`config.mk`:
```
export PLATFORM = sky130hd
export DESIGN_NAME = char_lcd_write_sequencer
export DESIGN_NICKNAME = d
export VERILOG_FILES = /design/src/rtl/clws_pkg.sv /design/src/rtl/clws_dabble.sv /design/src/rtl/clws_seq.sv /design/src/rtl/char_lcd_write_sequencer.sv
export SDC_FILE = /design/constraint.sdc
export NUM_CORES = 1
export LEC_CHECK = 0
export ABC_CLOCK_PERIOD_IN_PS = 4500
export BUFFER_PORTS_ARGS = -buffer_cell sky130_fd_sc_hd__buf_2
export CAP_MARGIN = 10
export CORE_MARGIN = 2
export CORE_UTILIZATION = 64
export CTS_BUF_LIST = sky130_fd_sc_hd__clkbuf_4
export DETAILED_ROUTE_END_ITERATION = 8
export GPL_ROUTABILITY_DRIVEN = 0
export PLACE_DENSITY = 0.95
export RECOVER_POWER = 100
export REMOVE_ABC_BUFFERS = 1
export SYNTH_ARGS = -nofsm -noshare
export SYNTH_HDL_FRONTEND = slang
export SYNTH_SLANG_ARGS = --single-unit
export TNS_END_PERCENT = 1
```
`constraint.sdc`:
```
create_clock -name i_clk -period 4.5 [get_ports i_clk]
set_input_delay 0.9 -clock i_clk [delete_from_list [all_inputs] [get_ports i_clk]]
set_output_delay 0.9 -clock i_clk [all_outputs]
set_load 0.02 [all_outputs]
```
`src/rtl/clws_pkg.sv`:
```
// shared constants and types for the character lcd write sequencer
package clws_pkg;

    localparam int LINE_WIDTH_DEF = 20;
    localparam int MAX_DIGITS_DEF = 10;
    localparam int NUM_W          = 32;
    localparam int ADDR_W         = 4;
    localparam int DATA_W         = 32;

    localparam logic [2:0] MODE_CHAR    = 3'd0;
    localparam logic [2:0] MODE_COMMAND = 3'd1;
    localparam logic [2:0] MODE_GOTO    = 3'd2;
    localparam logic [2:0] MODE_NUMBER  = 3'd3;
    localparam logic [2:0] MODE_CLEAR   = 3'd4;
    localparam logic [2:0] MODE_HOME    = 3'd5;

    localparam logic [7:0] CMD_CLEAR      = 8'h01;
    localparam logic [7:0] CMD_HOME       = 8'h02;
    localparam logic [7:0] CMD_SET_ADDR   = 8'h80;
    localparam logic [7:0] ASCII_ZERO     = 8'h30;
    localparam logic [7:0] NIBBLE_HI_MASK = 8'hF0;
    localparam logic [7:0] NIBBLE_LO_MASK = 8'h0F;

    localparam logic [1:0] REG_BUS_EIGHT  = 2'd0;
    localparam logic [1:0] REG_ROW_ONE    = 2'd1;
    localparam logic [1:0] REG_ROW_TWO    = 2'd2;
    localparam logic [1:0] REG_ROW_THREE  = 2'd3;

    localparam logic [6:0] ROW_ONE_RESET   = 7'd64;
    localparam logic [6:0] ROW_TWO_RESET   = 7'd20;
    localparam logic [6:0] ROW_THREE_RESET = 7'd84;

    typedef struct packed {
        logic       bus_eight_bit;
        logic [6:0] row_one_base;
        logic [6:0] row_two_base;
        logic [6:0] row_three_base;
    } t_cfg;

    typedef struct packed {
        logic             start;
        logic [NUM_W-1:0] value;
    } t_conv_req;

    typedef struct packed {
        logic       done;
        logic [3:0] digit;
    } t_conv_rsp;

endpackage

```
`src/rtl/clws_dabble.sv`:
```
// shift-and-add-three binary to decimal converter, one bit per cycle
module clws_dabble #(
    parameter int MAX_DIGITS = clws_pkg::MAX_DIGITS_DEF
) (
    input  logic                          i_clk,
    input  logic                          i_rst_n,
    input  clws_pkg::t_conv_req           i_req,
    input  logic [$clog2(MAX_DIGITS)-1:0] i_idx,
    output clws_pkg::t_conv_rsp           o_rsp
);

    localparam int CNT_W = $clog2(clws_pkg::NUM_W);
    localparam logic [CNT_W-1:0] CNT_LAST = CNT_W'(clws_pkg::NUM_W - 1);

    logic [clws_pkg::NUM_W-1:0] r_bin;
    logic [3:0]                 r_bcd [MAX_DIGITS];
    logic [3:0]                 adj   [MAX_DIGITS];
    logic [CNT_W-1:0]           r_cnt;
    logic                       r_busy;
    logic                       r_done;

    always_comb begin
        for (int k = 0; k < MAX_DIGITS; k++) begin
            adj[k] = (r_bcd[k] >= 4'd5) ? (r_bcd[k] + 4'd3) : r_bcd[k];
        end
    end

    always_ff @(posedge i_clk) begin
        if (!i_rst_n) begin
            r_busy <= 1'b0;
            r_done <= 1'b0;
            r_cnt  <= '0;
        end else begin
            r_done <= 1'b0;
            if (i_req.start) begin
                r_busy <= 1'b1;
                r_cnt  <= '0;
            end else if (r_busy) begin
                r_cnt <= r_cnt + 1'b1;
                if (r_cnt == CNT_LAST) begin
                    r_busy <= 1'b0;
                    r_done <= 1'b1;
                end
            end
        end
    end

    always_ff @(posedge i_clk) begin
        if (i_req.start) begin
            r_bin <= i_req.value;
            for (int k = 0; k < MAX_DIGITS; k++) begin
                r_bcd[k] <= 4'd0;
            end
        end else if (r_busy) begin
            r_bin    <= {r_bin[clws_pkg::NUM_W-2:0], 1'b0};
            r_bcd[0] <= {adj[0][2:0], r_bin[clws_pkg::NUM_W-1]};
            for (int k = 1; k < MAX_DIGITS; k++) begin
                r_bcd[k] <= {adj[k][2:0], adj[k-1][3]};
            end
        end
    end

    assign o_rsp.done  = r_done;
    assign o_rsp.digit = r_bcd[i_idx];

endmodule

```
`src/rtl/clws_seq.sv`:
```
// request sequencer: cursor tracking, digit walk, line wrap and bus transfer output
module clws_seq #(
    parameter int LINE_WIDTH = clws_pkg::LINE_WIDTH_DEF,
    parameter int MAX_DIGITS = clws_pkg::MAX_DIGITS_DEF
) (
    input  logic                          i_clk,
    input  logic                          i_rst_n,
    input  clws_pkg::t_cfg                i_cfg,
    input  logic                          i_valid,
    output logic                          o_stall,
    input  logic [2:0]                    i_mode,
    input  logic [7:0]                    i_byte_value,
    input  logic [clws_pkg::NUM_W-1:0]    i_number_value,
    input  logic [2:0]                    i_line_index,
    input  logic [5:0]                    i_column_index,
    output logic                          o_valid,
    input  logic                          i_stall,
    output logic                          o_register_select,
    output logic [7:0]                    o_bus_value,
    output logic                          o_last_transfer,
    output clws_pkg::t_conv_req           o_conv_req,
    input  clws_pkg::t_conv_rsp           i_conv_rsp,
    output logic [$clog2(MAX_DIGITS)-1:0] o_digit_idx
);

    localparam int IDX_W = $clog2(MAX_DIGITS);
    localparam logic [IDX_W-1:0] IDX_TOP = IDX_W'(MAX_DIGITS - 1);
    localparam logic [7:0] LW1    = 8'(LINE_WIDTH);
    localparam logic [7:0] LW2    = 8'(2 * LINE_WIDTH);
    localparam logic [7:0] LW3    = 8'(3 * LINE_WIDTH);
    localparam logic [5:0] LW_COL = 6'(LINE_WIDTH);

    localparam logic [2:0] S_IDLE  = 3'd0;
    localparam logic [2:0] S_CONV  = 3'd1;
    localparam logic [2:0] S_SKIP  = 3'd2;
    localparam logic [2:0] S_DIGIT = 3'd3;
    localparam logic [2:0] S_EMIT  = 3'd4;
    localparam logic [2:0] S_WRAP  = 3'd5;

    logic [2:0]       r_state,   n_state;
    logic [7:0]       r_cursor,  n_cursor;
    logic [7:0]       r_byte,    n_byte;
    logic             r_rs,      n_rs;
    logic             r_half,    n_half;
    logic             r_more,    n_more;
    logic             r_is_char, n_is_char;
    logic             r_is_num,  n_is_num;
    logic [IDX_W-1:0] r_idx,     n_idx;
    logic             r_out_valid, n_out_valid;
    logic             r_out_rs,    n_out_rs;
    logic [7:0]       r_out_bus,   n_out_bus;
    logic             r_out_last,  n_out_last;

    logic [7:0] cursor_inc;
    logic [1:0] wrap_row;
    logic       digits_left;
    logic       out_free;
    logic       byte_done;
    logic       goto_ok;

    function automatic logic [7:0] set_addr(input clws_pkg::t_cfg cfg,
                                            input logic [1:0] line,
                                            input logic [5:0] col);
        logic [6:0] base;
        case (line)
            2'd0: begin
                base = 7'd0;
            end
            2'd1: begin
                base = cfg.row_one_base;
            end
            2'd2: begin
                base = cfg.row_two_base;
            end
            default: begin
                base = cfg.row_three_base;
            end
        endcase
        return clws_pkg::CMD_SET_ADDR + {1'b0, base} + {2'b00, col};
    endfunction

    assign cursor_inc  = (r_cursor == 8'hFF) ? r_cursor : (r_cursor + 8'd1);
    assign wrap_row    = (cursor_inc == LW1) ? 2'd1 :
                         (cursor_inc == LW2) ? 2'd2 :
                         (cursor_inc == LW3) ? 2'd3 : 2'd0;
    assign digits_left = r_is_num && (r_idx != '0);
    assign out_free    = !r_out_valid || !i_stall;
    assign byte_done   = i_cfg.bus_eight_bit || r_half;
    assign goto_ok     = !i_line_index[2] && (i_column_index < LW_COL);

    always_comb begin
        n_state     = r_state;
        n_cursor    = r_cursor;
        n_byte      = r_byte;
        n_rs        = r_rs;
        n_half      = r_half;
        n_more      = r_more;
        n_is_char   = r_is_char;
        n_is_num    = r_is_num;
        n_idx       = r_idx;
        n_out_valid = out_free ? 1'b0 : r_out_valid;
        n_out_rs    = r_out_rs;
        n_out_bus   = r_out_bus;
        n_out_last  = r_out_last;
        o_conv_req.start = 1'b0;
        o_conv_req.value = i_number_value;

        case (r_state)
            S_IDLE: begin
                n_half   = 1'b0;
                n_is_num = 1'b0;
                if (i_valid) begin
                    case (i_mode)
                        clws_pkg::MODE_CHAR: begin
                            n_byte    = i_byte_value;
                            n_rs      = 1'b1;
                            n_is_char = 1'b1;
                            n_more    = (wrap_row != 2'd0);
                            n_state   = S_EMIT;
                        end
                        clws_pkg::MODE_COMMAND: begin
                            n_byte    = i_byte_value;
                            n_rs      = 1'b0;
                            n_is_char = 1'b0;
                            n_more    = 1'b0;
                            n_state   = S_EMIT;
                        end
                        clws_pkg::MODE_GOTO: begin
                            if (goto_ok) begin
                                n_cursor  = (8'(i_line_index[1:0]) * LW1) + 8'(i_column_index);
                                n_byte    = set_addr(i_cfg, i_line_index[1:0], i_column_index);
                                n_rs      = 1'b0;
                                n_is_char = 1'b0;
                                n_more    = 1'b0;
                                n_state   = S_EMIT;
                            end
                        end
                        clws_pkg::MODE_NUMBER: begin
                            o_conv_req.start = 1'b1;
                            n_is_num  = 1'b1;
                            n_state   = S_CONV;
                        end
                        clws_pkg::MODE_CLEAR: begin
                            n_byte    = clws_pkg::CMD_CLEAR;
                            n_rs      = 1'b0;
                            n_is_char = 1'b0;
                            n_more    = 1'b0;
                            n_cursor  = 8'd0;
                            n_state   = S_EMIT;
                        end
                        clws_pkg::MODE_HOME: begin
                            n_byte    = clws_pkg::CMD_HOME;
                            n_rs      = 1'b0;
                            n_is_char = 1'b0;
                            n_more    = 1'b0;
                            n_cursor  = 8'd0;
                            n_state   = S_EMIT;
                        end
                        default: begin
                        end
                    endcase
                end
            end
            S_CONV: begin
                if (i_conv_rsp.done) begin
                    n_idx   = IDX_TOP;
                    n_state = S_SKIP;
                end
            end
            S_SKIP: begin
                if ((i_conv_rsp.digit == 4'd0) && (r_idx != '0)) begin
                    n_idx = r_idx - 1'b1;
                end else begin
                    n_state = S_DIGIT;
                end
            end
            S_DIGIT: begin
                n_byte    = clws_pkg::ASCII_ZERO + {4'd0, i_conv_rsp.digit};
                n_rs      = 1'b1;
                n_is_char = 1'b1;
                n_more    = (wrap_row != 2'd0) || (r_idx != '0);
                n_state   = S_EMIT;
            end
            S_EMIT: begin
                if (out_free) begin
                    n_out_valid = 1'b1;
                    n_out_rs    = r_rs;
                    n_out_last  = !r_more && byte_done;
                    if (i_cfg.bus_eight_bit) begin
                        n_out_bus = r_byte;
                    end else if (r_half) begin
                        n_out_bus = r_byte & clws_pkg::NIBBLE_LO_MASK;
                    end else begin
                        n_out_bus = (r_byte & clws_pkg::NIBBLE_HI_MASK) >> 4;
                    end
                    if (byte_done) begin
                        n_half = 1'b0;
                        if (r_is_char) begin
                            n_state = S_WRAP;
                        end else if (digits_left) begin
                            n_idx   = r_idx - 1'b1;
                            n_state = S_DIGIT;
                        end else begin
                            n_state = S_IDLE;
                        end
                    end else begin
                        n_half = 1'b1;
                    end
                end
            end
            S_WRAP: begin
                n_cursor = cursor_inc;
                if (wrap_row != 2'd0) begin
                    n_byte    = set_addr(i_cfg, wrap_row, 6'd0);
                    n_rs      = 1'b0;
                    n_is_char = 1'b0;
                    n_more    = digits_left;
                    n_state   = S_EMIT;
                end else if (digits_left) begin
                    n_idx   = r_idx - 1'b1;
                    n_state = S_DIGIT;
                end else begin
                    n_state = S_IDLE;
                end
            end
            default: begin
                n_state = S_IDLE;
            end
        endcase
    end

    always_ff @(posedge i_clk) begin
        if (!i_rst_n) begin
            r_state     <= S_IDLE;
            r_cursor    <= 8'd0;
            r_half      <= 1'b0;
            r_is_num    <= 1'b0;
            r_out_valid <= 1'b0;
        end else begin
            r_state     <= n_state;
            r_cursor    <= n_cursor;
            r_half      <= n_half;
            r_is_num    <= n_is_num;
            r_out_valid <= n_out_valid;
        end
    end

    always_ff @(posedge i_clk) begin
        r_byte     <= n_byte;
        r_rs       <= n_rs;
        r_more     <= n_more;
        r_is_char  <= n_is_char;
        r_idx      <= n_idx;
        r_out_rs   <= n_out_rs;
        r_out_bus  <= n_out_bus;
        r_out_last <= n_out_last;
    end

    assign o_stall           = (r_state != S_IDLE);
    assign o_valid           = r_out_valid;
    assign o_register_select = r_out_rs;
    assign o_bus_value       = r_out_bus;
    assign o_last_transfer   = r_out_last;
    assign o_digit_idx       = r_idx;

endmodule

```
`src/rtl/char_lcd_write_sequencer.sv`:
```
// top level of the character lcd write sequencer with its register port
//
// a request transaction (char, command, goto, number, clear, home) enters on
// i_valid/o_stall and becomes a series of bus transfer transactions on
// o_valid/i_stall, each with register select, bus value and a last flag on
// the final transfer of the request. in 4-bit mode every byte goes out as
// two transfers, high nibble first, in bits 3..0.
// one request is worked on at a time; o_stall is high from the cycle after
// acceptance until the sequencer idles again, after the last transfer is in
// the output register (and for chars, the wrap check); an ignored request
// never raises it. char, command, goto, clear and home: the byte is loaded
// into the output register whenever that is free, as two nibbles in 4-bit
// mode; a char that ends a line adds a set-address byte. an ignored goto or
// unused mode gives no transfer. number: the converter turns the 32-bit
// value to decimal by shift-add-3 and pulses done; leading zero digits are
// skipped, keeping at least one, and each digit then goes out as a char.
// a stalled receiver holds the output register and the sequencer waits.
// reset empties the output register, clears the cursor count and loads the
// register defaults (4-bit bus, row bases 64, 20, 84); no clearing pass. the user
// must write registers over the apb-style port only while the block idles; unchecked.
module char_lcd_write_sequencer #(
    parameter int LINE_WIDTH = clws_pkg::LINE_WIDTH_DEF,
    parameter int MAX_DIGITS = clws_pkg::MAX_DIGITS_DEF
) (
    input  logic                              i_clk,
    input  logic                              i_rst_n,
    input  logic                              psel,
    input  logic                              penable,
    input  logic                              pwrite,
    input  logic [clws_pkg::ADDR_W-1:0]       paddr,
    input  logic [clws_pkg::DATA_W-1:0]       pwdata,
    output logic [clws_pkg::DATA_W-1:0]       prdata,
    output logic                              pready,
    input  logic                              i_valid,
    output logic                              o_stall,
    input  logic [2:0]                        i_mode,
    input  logic [7:0]                        i_byte_value,
    input  logic [clws_pkg::NUM_W-1:0]        i_number_value,
    input  logic [2:0]                        i_line_index,
    input  logic [5:0]                        i_column_index,
    output logic                              o_valid,
    input  logic                              i_stall,
    output logic                              o_register_select,
    output logic [7:0]                        o_bus_value,
    output logic                              o_last_transfer
);

    localparam int IDX_W = $clog2(MAX_DIGITS);

    clws_pkg::t_cfg      r_cfg;
    clws_pkg::t_conv_req conv_req;
    clws_pkg::t_conv_rsp conv_rsp;
    logic [IDX_W-1:0]    digit_idx;
    logic                wr_en;
    logic [1:0]          reg_sel;

    assign pready  = 1'b1;
    assign wr_en   = psel && penable && pwrite && pready;
    assign reg_sel = paddr[3:2];

    always_ff @(posedge i_clk) begin
        if (!i_rst_n) begin
            r_cfg.bus_eight_bit  <= 1'b0;
            r_cfg.row_one_base   <= clws_pkg::ROW_ONE_RESET;
            r_cfg.row_two_base   <= clws_pkg::ROW_TWO_RESET;
            r_cfg.row_three_base <= clws_pkg::ROW_THREE_RESET;
        end else if (wr_en) begin
            case (reg_sel)
                clws_pkg::REG_BUS_EIGHT: begin
                    r_cfg.bus_eight_bit <= pwdata[0];
                end
                clws_pkg::REG_ROW_ONE: begin
                    r_cfg.row_one_base <= pwdata[6:0];
                end
                clws_pkg::REG_ROW_TWO: begin
                    r_cfg.row_two_base <= pwdata[6:0];
                end
                default: begin
                    r_cfg.row_three_base <= pwdata[6:0];
                end
            endcase
        end
    end

    always_comb begin
        case (reg_sel)
            clws_pkg::REG_BUS_EIGHT: begin
                prdata = {{(clws_pkg::DATA_W-1){1'b0}}, r_cfg.bus_eight_bit};
            end
            clws_pkg::REG_ROW_ONE: begin
                prdata = {{(clws_pkg::DATA_W-7){1'b0}}, r_cfg.row_one_base};
            end
            clws_pkg::REG_ROW_TWO: begin
                prdata = {{(clws_pkg::DATA_W-7){1'b0}}, r_cfg.row_two_base};
            end
            default: begin
                prdata = {{(clws_pkg::DATA_W-7){1'b0}}, r_cfg.row_three_base};
            end
        endcase
    end

    clws_dabble #(
        .MAX_DIGITS (MAX_DIGITS)
    ) u_dabble (
        .i_clk   (i_clk),
        .i_rst_n (i_rst_n),
        .i_req   (conv_req),
        .i_idx   (digit_idx),
        .o_rsp   (conv_rsp)
    );

    clws_seq #(
        .LINE_WIDTH (LINE_WIDTH),
        .MAX_DIGITS (MAX_DIGITS)
    ) u_seq (
        .i_clk             (i_clk),
        .i_rst_n           (i_rst_n),
        .i_cfg             (r_cfg),
        .i_valid           (i_valid),
        .o_stall           (o_stall),
        .i_mode            (i_mode),
        .i_byte_value      (i_byte_value),
        .i_number_value    (i_number_value),
        .i_line_index      (i_line_index),
        .i_column_index    (i_column_index),
        .o_valid           (o_valid),
        .i_stall           (i_stall),
        .o_register_select (o_register_select),
        .o_bus_value       (o_bus_value),
        .o_last_transfer   (o_last_transfer),
        .o_conv_req        (conv_req),
        .i_conv_rsp        (conv_rsp),
        .o_digit_idx       (digit_idx)
    );

endmodule

```
-- Yosys cells after proc, flatten, opt, wreduce, memory -nomap -nowiden
Memories as Yosys holds them, arrays and structs flattened. A register that Yosys moved wholly into a read port is not among the register bits.
Index checks and enable logic that the tools add are counted.
- $add $sub $neg: 18
- multiply operators: 1
- reductions and logical operators: 45
- muxes and demuxes: 93
- bitwise gates (word level): 13
- eq/ne operators: 35
- order comparisons: 11
- operator list (cell ; number):
    4-bit two-way mux ; 28
    32-bit two-way mux ; 2
    7-bit one-hot mux with 3 select lines ; 3
    8-bit two-way mux ; 7
    7-bit two-way mux ; 6
    4-bit by 3-bit >= comparator with 1-bit output, second input constant ; 10
    4-bit by 2-bit adder with 4-bit output, second input constant ; 9
    8-bit one-hot mux with 2 select lines ; 2
    8-bit one-hot mux with 4 select lines ; 1
    3-bit two-way mux ; 9
    8-bit one-hot mux with 3 select lines ; 1
    1-bit two-way mux ; 22
    3-bit one-hot mux with 6 select lines ; 1
    8-bit by 7-bit adder with 8-bit output, first input constant ; 2
    8-bit by 6-bit == test with 1-bit output, second input constant ; 2
    4-bit one-hot mux with 4 select lines ; 1
    7-bit AND reduction ; 2
    3-bit by 2-bit == test with 1-bit output, second input constant ; 4
    3-bit == test, second input constant ; 4
    1-bit one-hot mux with 3 select lines ; 4
    2-bit AND reduction ; 6
    2-bit inequality test, second input constant ; 5
    1-bit OR ; 10
    5-bit AND reduction ; 2
    37 further kinds ; 73
- memories: 1
- register bits: 99
- RAM bits: 40
- output and inout port bits: 45
- input bits: 95
- memories (memory ; depth ; bits a word ; read ports ; clocked after Yosys merged registers in ; write ports ; RTL line ; RTL):
    u_dabble.r_bcd ; 10 ; 4 ; 11 ; 1 ; 10 ; clws_dabble.sv:16 ; logic [3:0] r_bcd [MAX_DIGITS];

-- Logic depth before layout (Yosys ltp)
- depth in word-level cells: 13
- depth in mapped cells: 14

-- By module
Synthesis repeated with hierarchy kept, for this count alone.
- cells, all modules: 862
- area, all modules: 8853.5 µm²
- by module, submodules not included (module ; instances ; cells each ; seq. area each (µm²) ; area each (µm²)):
    clws_dabble ; 1 ; 349 ; 2302.2 ; 4247.8
    clws_seq ; 1 ; 377 ; 1001.0 ; 3347.0
    char_lcd_write_sequencer ; 1 ; 136 ; 440.4 ; 1258.7

-- Worst setup path after synthesis
OpenSTA, ideal clock, no wires.
- path type: input -> register
- start: in i_line_index[1]
- end: reg u_seq.r_byte[6], data pin
- library setup time: 256 ps
- slack: 1130 ps
- path buffers: 2
- arrival: 3114 ps
- stages on the path: 14
- cell sequence: clkbuf_1 > nor2b_1 > clkbuf_1 > a22o_1 > ha_1 > inv_1 > fa_1 > inv_1 > a21oi_1 > o21bai_1 > a21o_1 > a21oi_1 > xor2_1 > a31o_2
- word-level cells in the longest chain between the ends: 12
- ends and longest elaborated chain (element ; RTL line ; RTL):
    start: declaration ; char_lcd_write_sequencer.sv:39 ; input logic [2:0] i_line_index,
    2-bit == test (tied with other cells) ; clws_seq.sv:65 ; case (line)
    7-bit one-hot mux with 3 select lines * ; clws_seq.sv:65 ;
    7-bit two-way mux * ; clws_seq.sv:129 ; if (goto_ok) begin
    7-bit two-way mux * ; clws_seq.sv:113 ; case (i_mode)
    7-bit two-way mux * ; clws_seq.sv:112 ; if (i_valid) begin
    7-bit two-way mux * ; clws_seq.sv:108 ; case (r_state)
    8-bit by 7-bit adder with 8-bit output * ; clws_seq.sv:79 ; return clws_pkg::CMD_SET_ADDR + {1'b0, base} + {2'b00, col};
    8-bit by 6-bit adder with 8-bit output * ; clws_seq.sv:79 ;
    8-bit two-way mux * ; clws_seq.sv:129 ;
    8-bit one-hot mux with 4 select lines * ; clws_seq.sv:113 ;
    8-bit two-way mux * ; clws_seq.sv:112 ;
    8-bit one-hot mux with 3 select lines * ; clws_seq.sv:108 ;
    via u_seq.n_byte[6] ; clws_seq.sv:42 ; logic [7:0] r_byte, n_byte;
    end signal: assignment ; clws_seq.sv:249 ; r_byte <= n_byte;
    end: declaration ; clws_seq.sv:42 ;
The timed path passes the listed nets; every way through them passes the cells marked *. The select of a mux whose other input is x is not followed.
A chain may end at the register's enable or synchronous reset.

==> metrics.txt <==
status=finished, violations left; failing checks=capacitance limit, slew limit; Clock transition at path regs=0.15 ns; Ports=140; Core Region=13240 um2; GRT Total Usage=0.2810; Residual DRC=0; initial antenna violation count=1; final hold violations=0; Setup WS post-layout=0.7456 ns; most frequent cells in the layout=nor2_1, edfxtp_1, a21oi_1, nand2_1, buf_2; slowest stage cell on the critical path=or2_0; maximum VDD drop=329.0 uV; Seq pwr share=0.483; Hold Buf Count CTS=0; YS warnings=0; startpoint types=register; Power Density=385.0 nW/um2; Critical Path Max Stage Delay=1.49 ns; max_cap viols=3; initial drt markers=802; Routed wire per std cell=18.08 um; commonest non-fill, non-tap cell in the layout=nor2_1; final wirelength=20510 um; Gate Count Post-Synth=876; Int Pwr=2.383 mW; Worst Setup Path Type=register to register; min-delay src=u_seq.r_half; CTS Sinks=143; Clock Skew=0.02750 ns; I/O Buffers=86; setup total negative slack=0 ns; Syn-to-layout area delta=7.687%; WP data required=4.77 ns; worst r2r src=u_seq.r_state[0]; post-synthesis register bit count=143; number of enable flip-flop cells after synthesis=96; Slew headroom=-0.3483; RSZ-0062 raised after global routing=false; CTS tree=built; number of library cell types mapped by synthesis=69; first-pass GRT wire length=32000 um; detailed-router iteration count before antenna repair=5; fraction of layout cells with a size suffix above 1=0.1599; die area=14480 um2; FF-to-FF End=u_dabble.r_bcd[8][2]; pin slew with the least headroom to its limit=2.023 ns; Clock Latency Late Sink=0.60 ns; CTS Buf Count=17; total gr overflow=0; leakage=3.666 nW; placed cells=1101; worst path cell trace=nor3_1 > nand2_1 > nor2_1 > or2_0 > buf_12; r2r setup slk=0.75 ns; setup bufs post-CTS=0; largest net degree at the start of global routing=47; Post-Syn Area=8660 um2; power share of the combinational group=0.249; post-synthesis sequential area ratio=0.4416; ANT nets after route=0; pre-CTS setup slack=0.8537 ns; Post-CTS Resized=0; Hold Path Class=register to register; Tcrit/Tclk final=0.8343; Worst Setup SP=u_seq.r_state[0]; Clk Tree Root Cell=clkbuf_4; vias per inst=6.257; Slew Limit Fails=103; asr flop ratio synth=0; Primary FF master, synth=edfxtp_1; Switching Share=0.3364; post-DP HPWL=14040 um; Syn Area/Cell=9.885 um2; Final setup viols=0; fmax=0.2664 GHz; number of global-route vias before repair=6612; site row count=42; CP Capture Type=register; Sw Pwr=1.208 mW; Clk pwr share=0.268; Initial Util=0.6539; Bufs on Longest Clock Path=2; die height=120.3 um; Data arrival, critical path=4.02 ns; termination of the worst setup path=u_dabble.r_bcd[8][2]; via count=7095; Final min period=3.754 ns; H-tree levels=4; Layout Cells excl Fill=1134; CP Max Fanout=46; FF-to-FF path depth=5; Die Wd=120.3 um; final net count=1075
-- final cells by class --
| type | instances | area (um2) |
|---|---|---|
| Fill cell | 921 | 3918 |
| Sequential cell | 143 | 3824 |
| Multi-Input combinational cell | 658 | 4383 |
| Clock buffer | 17 | 127.6 |
| Inverter | 34 | 127.6 |
| Antenna cell | 1 | 2.502 |
| Clock inverter | 15 | 205.2 |
| Tap cell | 176 | 220.2 |
| Timing Repair Buffer | 90 | 435.4 |
-- per-layer routing --
metal / share of wire / global-route usage
met5: 0 / 0
met4: 0.037 / 0.1199
met3: 0.097 / 0.06981
met2: 0.47 / 0.4474
met1: 0.40 / 0.3677
-- worst min-delay path by stage --
stage                                    to  slack (ns)  cells after the start
after floorplan           u_dabble.r_cnt[4]        0.46                      2
after global placement    u_dabble.r_cnt[4]        0.48                      2
after detailed placement       u_seq.r_half        0.49                      2
after CTS                      u_seq.r_half        0.52                      2
after global routing               r_cfg[6]        0.54                      3
final                          u_seq.r_half        0.52                      2
-- cell families (layout without fill, tap and decap cells) --
family | after synthesis | in the layout | synth area share
AND/OR/NAND/NOR | 286 | 286 | 0.1569
AO/OA/AOI/OAI | 194 | 194 | 0.1455
flip-flops | 143 | 143 | 0.4416
buffers and inverters | 99 | 156 | 0.05823
multiplexers | 95 | 95 | 0.1219
adder cells (fa/ha/maj) | 36 | 36 | 0.05375
XOR/XNOR | 21 | 21 | 0.02124
other | 2 | 27 | 0.0008673
-- worst max-delay path, delay by kind of cell, from the launching register on --
| family | cells | cell delay (ns) |
|---|---|---|
| AND/OR/NAND/NOR | 4 | 2.63 |
| flip-flops | 1 | 0.42 |
| buffers and inverters | 1 | 0.36 |
-- synth_stat cells (4+ instances only) --
cell,instances,share of area
nor2_1,104,0.045
edfxtp_1,96,0.33
a21oi_1,74,0.043
nand2_1,72,0.031
mux2_2,48,0.062
dfxtp_1,47,0.11
mux2i_1,41,0.047
ha_1,34,0.049
inv_1,34,0.015
o21ai_0,33,0.019
buf_4,26,0.023
clkbuf_1,26,0.011
nor2b_1,23,0.017
nand2b_1,17,0.012
and2_1,14,0.010
xnor2_1,14,0.014
a22o_1,13,0.013
nand3_1,11,0.0064
buf_2,10,0.0058
nor3_1,9,0.0052
nor3b_1,9,0.0078
a21o_1,8,0.0069
o22ai_1,8,0.0058
and3_1,7,0.0051
xor2_1,7,0.0071
o31ai_1,6,0.0052
nand4_1,5,0.0036
mux2_4,4,0.0069
nand3b_1,4,0.0035
o21bai_1,4,0.0035
-- registers in the layout, summed over array words and instances (netlist names), named ones only --
name and flops:
u_seq.o_last_transfer 1, u_seq.r_byte 8, u_seq.r_rs 1, r_cfg 22, u_seq.r_half 1, u_seq.r_is_num 1
u_seq.o_register_select 1, u_dabble.r_bin 32, u_seq.r_state 3, u_dabble.r_done 1, u_dabble.r_bcd 40, u_seq.o_bus_value 8
u_dabble.r_cnt 5, u_seq.r_more 1, u_seq.o_digit_idx 4, u_dabble.r_busy 1, u_seq.r_cursor 8
-- metrics by stage --
| step | hold slack [ns] | total power, mW | cell area [um2] | util |
|---|---|---|---|---|
| finish | 0.5188 | 3.590 | 9325 | 0.7042 |
| CTS | 0.5198 | 3.605 | 9410 | 0.7106 |
| floorplan | 0.4646 | 2.378 | 8373 | - |
| global route | 0.5438 | 3.735 | 9325 | 0.7042 |
| detailed placement | 0.4900 | 2.651 | 9077 | 0.6855 |
| global placement | 0.4796 | 2.608 | 9077 | 0.6855 |
-- power groups by stage --
stage	registers (mW)	clock network (mW)	logic (mW)
2_1_floorplan	1.75	0	0.630
3_3_place_gp	1.75	0	0.859
3_5_place_dp	1.76	0	0.895
4_1_cts	1.73	0.968	0.908
5_1_grt	1.76	1.01	0.966
6_report	1.74	0.962	0.892
(Power assumes the default switching activity.)
